--- config.mk ---
export PLATFORM = sky130hd
export DESIGN_NAME = bms_ctrl
export DESIGN_NICKNAME = d
export VERILOG_FILES = /design/src/hdl/bms_pkg.sv /design/src/hdl/bms_ctrl.sv
export SDC_FILE = /design/constraint.sdc
export NUM_CORES = 1
export LEC_CHECK = 0
export BUFFER_PORTS_ARGS = -buffer_cell sky130_fd_sc_hd__buf_2
export CAP_MARGIN = 25
export CORE_MARGIN = 8
export CORE_UTILIZATION = 35
export DETAILED_ROUTE_END_ITERATION = 10
export PLACE_DENSITY = 0.68
export SYNTH_ARGS = -nofsm -noshare
export SYNTH_HDL_FRONTEND = slang
export SYNTH_SLANG_ARGS = --single-unit
--- constraint.sdc ---
create_clock -name clk -period 4.5 [get_ports clk]
set_input_delay 0.675 -clock clk [delete_from_list [all_inputs] [get_ports clk]]
set_output_delay 0.675 -clock clk [all_outputs]
set_load 0.005 [all_outputs]
--- src/hdl/bms_pkg.sv ---
// Shared types, constants and arithmetic helpers for the Burgers MUSCL sweep.
`timescale 1ns / 1ps
package bms_pkg;

    localparam logic [23:0] DT_RESET = 24'd52429;
    localparam logic REG_DT_OVER_DX = 1'b0;
    localparam logic signed [23:0] V_MAX = 24'sd8388607;
    localparam logic signed [23:0] V_MIN = -24'sd8388608;
    localparam logic signed [33:0] Q_ONE = 34'sd65536;

    typedef struct packed {
        logic signed [23:0] cell_value;
        logic               is_first;
        logic               is_last;
    } in_item_t;

    typedef struct packed {
        logic signed [23:0] new_value;
        logic               sweep_done;
        logic [22:0]        max_magnitude;
    } out_item_t;

    // Datapath micro-steps of one cell update, in issue order.
    typedef enum logic [3:0] {
        OP_C1, OP_C2, OP_C3, OP_RF1, OP_LF2, OP_RF2, OP_LF3,
        OP_AA, OP_BB, OP_FD1, OP_FD2, OP_NV
    } op_t;

    typedef struct packed {
        logic       accept;
        logic       restart;
        logic [1:0] start_off;
        logic       shift;
        logic       run;
        op_t        op;
        logic       load;
        logic       done;
    } cmd_t;

    function automatic logic signed [23:0] sat24(input logic signed [63:0] v);
        logic signed [23:0] r;
        if (v > 64'(V_MAX))
            r = V_MAX;
        else if (v < 64'(V_MIN))
            r = V_MIN;
        else
            r = v[23:0];
        return r;
    endfunction

    function automatic logic [26:0] mag27(input logic signed [26:0] v);
        logic [26:0] r;
        r = (v < 0) ? 27'(-v) : 27'(v);
        return r;
    endfunction

    // Limited slope of the middle cell in Q.17.
    function automatic logic signed [26:0] lim_slope(input logic signed [23:0] l,
                                                     input logic signed [23:0] m,
                                                     input logic signed [23:0] r);
        logic signed [26:0] fw;
        logic signed [26:0] bw;
        logic signed [26:0] ce;
        logic signed [26:0] d1;
        logic signed [26:0] res;
        fw = (27'(r) - 27'(m)) <<< 1;
        bw = (27'(m) - 27'(l)) <<< 1;
        ce = 27'(r) - 27'(l);
        res = '0;
        if ((fw > 0 && bw > 0) || (fw < 0 && bw < 0))
        begin
            d1 = (mag27(fw) < mag27(bw)) ? fw : bw;
            res = (mag27(ce) < mag27(d1)) ? ce : d1;
        end
        return res;
    endfunction

    // Exact Riemann solution of Burgers' equation: the state at one interface.
    function automatic logic signed [23:0] riemann(input logic signed [23:0] ul,
                                                   input logic signed [23:0] ur);
        logic signed [24:0] s;
        logic signed [23:0] res;
        s = 25'(ul) + 25'(ur);
        res = '0;
        if (ul > ur)
        begin
            if (s >= -25'sd1 && s <= 25'sd1)
                res = '0;
            else
                res = (s > 0) ? ul : ur;
        end
        else if (ul > 0)
            res = ul;
        else if (ur < 0)
            res = ur;
        return res;
    endfunction

endpackage

--- src/hdl/bms_ctrl.sv ---
// Controller: sweep bookkeeping, result jobs, micro-step sequencing and output valid.
`timescale 1ns / 1ps
module bms_ctrl (
    input  logic           clk,
    input  logic           rst_n,
    input  logic           in_valid,
    output logic           in_ready,
    input  logic           is_first,
    input  logic           is_last,
    output logic           out_valid,
    input  logic           out_ready,
    output bms_pkg::cmd_t  cmd
);

    typedef enum logic [2:0] {
        S_IDLE = 3'b001,
        S_CALC = 3'b010,
        S_HOLD = 3'b100
    } state_t;

    state_t          state_reg, state_next;
    logic [1:0]      cs_reg, cs_next;
    logic [2:0]      mask_reg, mask_next;
    bms_pkg::op_t    op_reg, op_next;
    logic            out_valid_reg, out_valid_next;

    logic            accept;
    logic            restart;
    logic [1:0]      cs_eff;
    logic [2:0]      new_mask;
    logic [2:0]      rest_mask;
    logic            slot_free;

    assign in_ready  = (state_reg == S_IDLE);
    assign accept    = in_valid && in_ready;
    assign restart   = is_first || (cs_reg == 2'd0);
    assign cs_eff    = restart ? 2'd0 : cs_reg;
    assign new_mask  = {is_last, is_last && (cs_eff >= 2'd1), cs_eff >= 2'd2};
    assign rest_mask = mask_reg & (mask_reg - 3'd1);
    assign slot_free = !out_valid_reg || out_ready;

    always_comb
    begin
        state_next     = state_reg;
        cs_next        = cs_reg;
        mask_next      = mask_reg;
        op_next        = op_reg;
        out_valid_next = out_valid_reg && !out_ready;

        cmd           = '0;
        cmd.restart   = restart;
        cmd.op        = op_reg;
        cmd.done      = (mask_reg == 3'b100);
        cmd.start_off = new_mask[0] ? 2'd0 : (new_mask[1] ? 2'd1 : 2'd2);

        case (state_reg)
            S_IDLE:
            begin
                if (accept)
                begin
                    cmd.accept = 1'b1;
                    if (is_last)
                        cs_next = 2'd0;
                    else if (cs_eff < 2'd2)
                        cs_next = cs_eff + 2'd1;
                    else
                        cs_next = 2'd2;
                    mask_next = new_mask;
                    op_next   = bms_pkg::OP_C1;
                    if (new_mask != 3'b000)
                        state_next = S_CALC;
                end
            end
            S_CALC:
            begin
                cmd.run = 1'b1;
                if (op_reg == bms_pkg::OP_NV)
                    state_next = S_HOLD;
                else
                    op_next = bms_pkg::op_t'(op_reg + 4'd1);
            end
            S_HOLD:
            begin
                if (slot_free)
                begin
                    cmd.load       = 1'b1;
                    out_valid_next = 1'b1;
                    mask_next      = rest_mask;
                    if (rest_mask != 3'b000)
                    begin
                        // next job uses the window one cell further on
                        cmd.shift  = 1'b1;
                        op_next    = bms_pkg::OP_C1;
                        state_next = S_CALC;
                    end
                    else
                    begin
                        state_next = S_IDLE;
                    end
                end
            end
            default:
            begin
                state_next = S_IDLE;
            end
        endcase
    end

    always_ff @(posedge clk or negedge rst_n)
    begin
        if (!rst_n)
        begin
            state_reg     <= S_IDLE;
            cs_reg        <= 2'd0;
            mask_reg      <= 3'b000;
            op_reg        <= bms_pkg::OP_C1;
            out_valid_reg <= 1'b0;
        end
        else
        begin
            state_reg     <= state_next;
            cs_reg        <= cs_next;
            mask_reg      <= mask_next;
            op_reg        <= op_next;
            out_valid_reg <= out_valid_next;
        end
    end

    assign out_valid = out_valid_reg;

`ifndef ASSERT_OFF
    a_load_shows: assert property (@(posedge clk) disable iff (!rst_n)
        (state_reg == S_HOLD && slot_free) |=> out_valid_reg)
        else $error("result load did not raise out_valid");
    a_busy_has_job: assert property (@(posedge clk) disable iff (!rst_n)
        (state_reg != S_IDLE) |-> (mask_reg != 3'b000))
        else $error("busy with no pending job");
    a_last_clears: assert property (@(posedge clk) disable iff (!rst_n)
        (accept && is_last) |=> (cs_reg == 2'd0))
        else $error("last cell did not end the sweep");
    a_calc_no_take: assert property (@(posedge clk) disable iff (!rst_n)
        (state_reg == S_CALC) |-> !cmd.load && !cmd.accept)
        else $error("transfer during calculation");
`endif

endmodule

Word level (Yosys, flattened, before mapping)
Index checks and enable logic that the tools add are counted.
{"block": "word_totals", "register_bits": 13, "input_bits": 6, "out_inout_bits": 14, "wordCells": 68}
{"block": "op_classes", "n_addsub": 3, "n_lt_le_gt_ge": 3, "eq_ne": 11, "n_mux": 29, "bitwise": 1, "n_reduce_logical": 16}
{"op": "$mux W3", "count": 6}
{"op": "$mux W4", "count": 4}
{"op": "$mux W2", "count": 6}
{"op": "$pmux W4 S3", "count": 1}
{"op": "$mux W1", "count": 10}
{"op": "$pmux W3 S3", "count": 1}
{"op": "$reduce_bool A3 Y1", "count": 3}
{"op": "$ne A2 B2 Y1 const B", "count": 4}
{"op": "$eq A3 B3 Y1 const B", "count": 2}
{"op": "$pmux W3 S2", "count": 1}
{"op": "$reduce_and A5 Y1", "count": 1}
{"op": "$add A4 B1 Y4 const B", "count": 1}
{"op": "$eq A4 B4 Y1 const B", "count": 1}
{"op": "$ne A2 B1 Y1 const B", "count": 2}
{"op": "$reduce_and A4 Y1", "count": 1}
{"op": "$and A3 B3 Y3", "count": 1}
{"op": "$eq A3 B1 Y1 const B", "count": 1}
{"op": "$eq A3 B2 Y1 const B", "count": 1}
{"op": "$logic_and A1 B1 Y1", "count": 3}
{"op": "$reduce_and A3 Y1", "count": 1}
{"op": "$sub A3 B1 Y3 const B", "count": 1}
{"op": "$add A2 B1 Y2 const B", "count": 1}
{"op": "$ge A2 B1 Y1 const B", "count": 1}
{"op": "$ge A2 B2 Y1 const B", "count": 1}
{"op": "6 further kinds", "count": 8}

Depth between registers and ports, before layout
{"block": "logic_depth", "ltp_word": 9, "ltp_mapped": 6, "ltp_nobuf": 6}

Worst setup path after synthesis
OpenSTA, ideal clock, no wires.
{"block": "synth_timing", "path_kind": "in2out", "from": "in out_ready", "to": "out cmd[7] in the netlist's numbering", "arrival_ps": 1125, "path_slack_ps": 2700, "cell_stages": 2, "path_buffers": 0, "cell_sequence": "nand2b_1 -> and3_1"}
{"element": "start: declaration", "line": "bms_ctrl.sv:11", "text": "input logic out_ready,"}
{"element": "end: declaration", "line": "bms_ctrl.sv:12", "text": "output bms_pkg::cmd_t cmd"}

==> results.md <==
- Run status: finished, final reports clean
- Worst-path clk slew: around 0.080 ns
- Main synth FF type: dfrtp_1
- Post-CTS Hold Buffers: 0
- Ys async rst share: 100%
- First-pass GRT wire length: 2.81 mm
- Routed wl met2: 770 um
- #FFs+latches synth: 13
- Initial antenna violation count: 0
- Vias per inst: 5.05
- Max Root-Sink Buffers: 2
- Tmin final: 2.20 ns
- Die width: 61.9 um
- Total CTS buffers: 3
- Slew Limit Fails: 0
- CP Class: flip-flop to output pin
- I/O pins: 20
- Post-Synthesis Cells: 76
- Drt initial violations: 14
- Worst-margin pin slew: 0.441 ns
- VDD IR max: 0.232 mV
- Max reg flops: 4
- Initial Util: between 30% and 40%
- Top cell type by total area after synthesis: dfrtp_1
- Syn avg cell area: 9.70 um^2
- Layout net count: 106
- Final setup TNS: 0 ns
- Post-synth EDFFs: 0
- Final period utilization: 48.8%
- Root Driver: clkbuf_4
- Clock insertion delay at the later pin of the skew report: 0.28 ns
- Die area: 3830 um^2
- GRT overflow: 0
- N_diodes: 0
- Max Cap Viol: 0
- DR WL/cell: 13.4 um
- Distinct cells, synth: 35
- Port bufs: 19
- Die height: 61.9 um
- Setup Buffers After CTS: 0
- RSZ-0062 raised after global routing: no
- Top Layer Used: met4
- TritonCTS clock tree: done
- Final GP Congestion: between 0.7 and 0.8
- Most common cell after layout, fill and taps aside: buf_2
- Top post-synthesis cells by area: dfrtp_1 41%, nand2_1 4.6%, a311oi_4 3.6%
- Worst slew margin: 70.5%
- Routed wire length: 1.67 mm
- Startpoint types: flip-flop
- First-pass DRT Iterations: 2
- DP Wirelength: 1.31 mm
- Pin count of the biggest net entering global routing: 14
- Via count: between 600 and 700
- Final setup fails: 0
- Routed metal-1 wirelength: 739 um
- Worst Setup End Kind: output pin
- Sequential area share after synthesis: 44.3%
- Clock sink total: 13
- Yosys warning count: 0
- Netlist Area Pre-Place: 737 um^2
- Power Dens Cells: between 300 and 400 nW/um^2
- Worst Hold Class: primary input to asynchronous set/reset pin
- Total power: 310 uW
- Post-synth top area share: 40.7%
- Most frequent cells in the layout: 19 x buf_2, 12 x dfrtp_1, 9 x nand2_1, 6 x nor2_1, 5 x inv_1
- Metal3 WL: 151 um
- CTS H-tree depth: 1
- Antenna Nets Post-Route: 0
- CP max FO: 6
- PostCTS Resize Cnt: 0
- Core area: 1980 um^2
- DRC violations left: 0
- Post-Syn Nets: 83
- Clk_skew: 0.00208 ns
- Achievable frequency: approximately 460 MHz
- Vias in the first global route: 655
- Data required, critical path: around 3.8 ns
- GR Util All Layers: ~10%
- Rows: 16
- Final Hold Fails: 0
- Layout cells sized above 1: 32.7%
- Leak pwr: roughly 0.45 nW
- WP data arrival: 1.52 ns
- Area Growth Syn to Fin: 20.0%
[report_power, final]
part	switching (mW)	internal, mW
Combinational	0.0432	0.0421
Sequential	0.0185	0.134
Clock	0.0384	0.0344
Total	0.100	0.210
[synth_stat cells (2+ instances only)]
cell type,number
dfrtp_1,12
nand2_1,9
nor2_1,6
inv_1,5
o21ai_0,4
a21oi_1,3
nand2b_1,3
nand3b_1,3
and2_1,2
nand3_1,2
nor2b_1,2
o31ai_1,2
[layer usage]
| metal | track usage, % | vias up |
|---|---|---|
| li1 | - | 310 |
| met1 | 11.4 | 301 |
| met2 | 16.4 | 18 |
| met3 | 5.14 | 2 |
| met4 | 1.95 | 0 |
| met5 | 0 | - |
[cell type report]
cell class	count	area, um^2
timing repair buffer	19	95.1
fill	203	1100
multi-input combinational	55	372
tap	27	33.8
sequential	13	327
inverter	7	31.3
clock buffer	4	26.3
[through the flow]
stage	hold slack (ns)	utilization [%]	cell area, um^2	std cells	setup slack (ns)
finish	0.269	44.6	885	125	2.30
global route	0.273	44.6	885	125	2.19
CTS	0.271	44.6	885	125	2.30
detailed placement	0.499	43.3	858	121	2.41
global placement	0.499	43.3	858	121	2.45
floorplan	0.379	-	737	76	2.70
[final timing paths]
kind | depth (start not counted) | slack, ns | end | start
max | 3 | 2.30 | cmd[7] | state_reg[1]
min | 1 | 0.27 | op_reg[0] | rst_n
max reg2reg | 4 | 2.88 | op_reg[0] | state_reg[1]
min reg2reg | 2 | 0.51 | cs_reg[0] | cs_reg[0]
max in group asynchronous | 1 | 3.95 | state_reg[0] | rst_n
min in group clk | 2 | 0.51 | cs_reg[0] | cs_reg[0]
[critical path, stage by stage (launching register included)]
cell and delay, ns:
dfrtp_1 0.45, nor3b_2 0.44, and3_1 0.24, buf_2 0.11
[logic make-up after synthesis]
family / synth area share (%)
simple gates: 25.0
xor+xnor: 1.19
flops: 44.3
compound gates: 17.7
buf+inv: 5.26
fa+ha+maj: 3.06
mux: 3.56
Note: power is estimated with default switching activity, not from simulation.
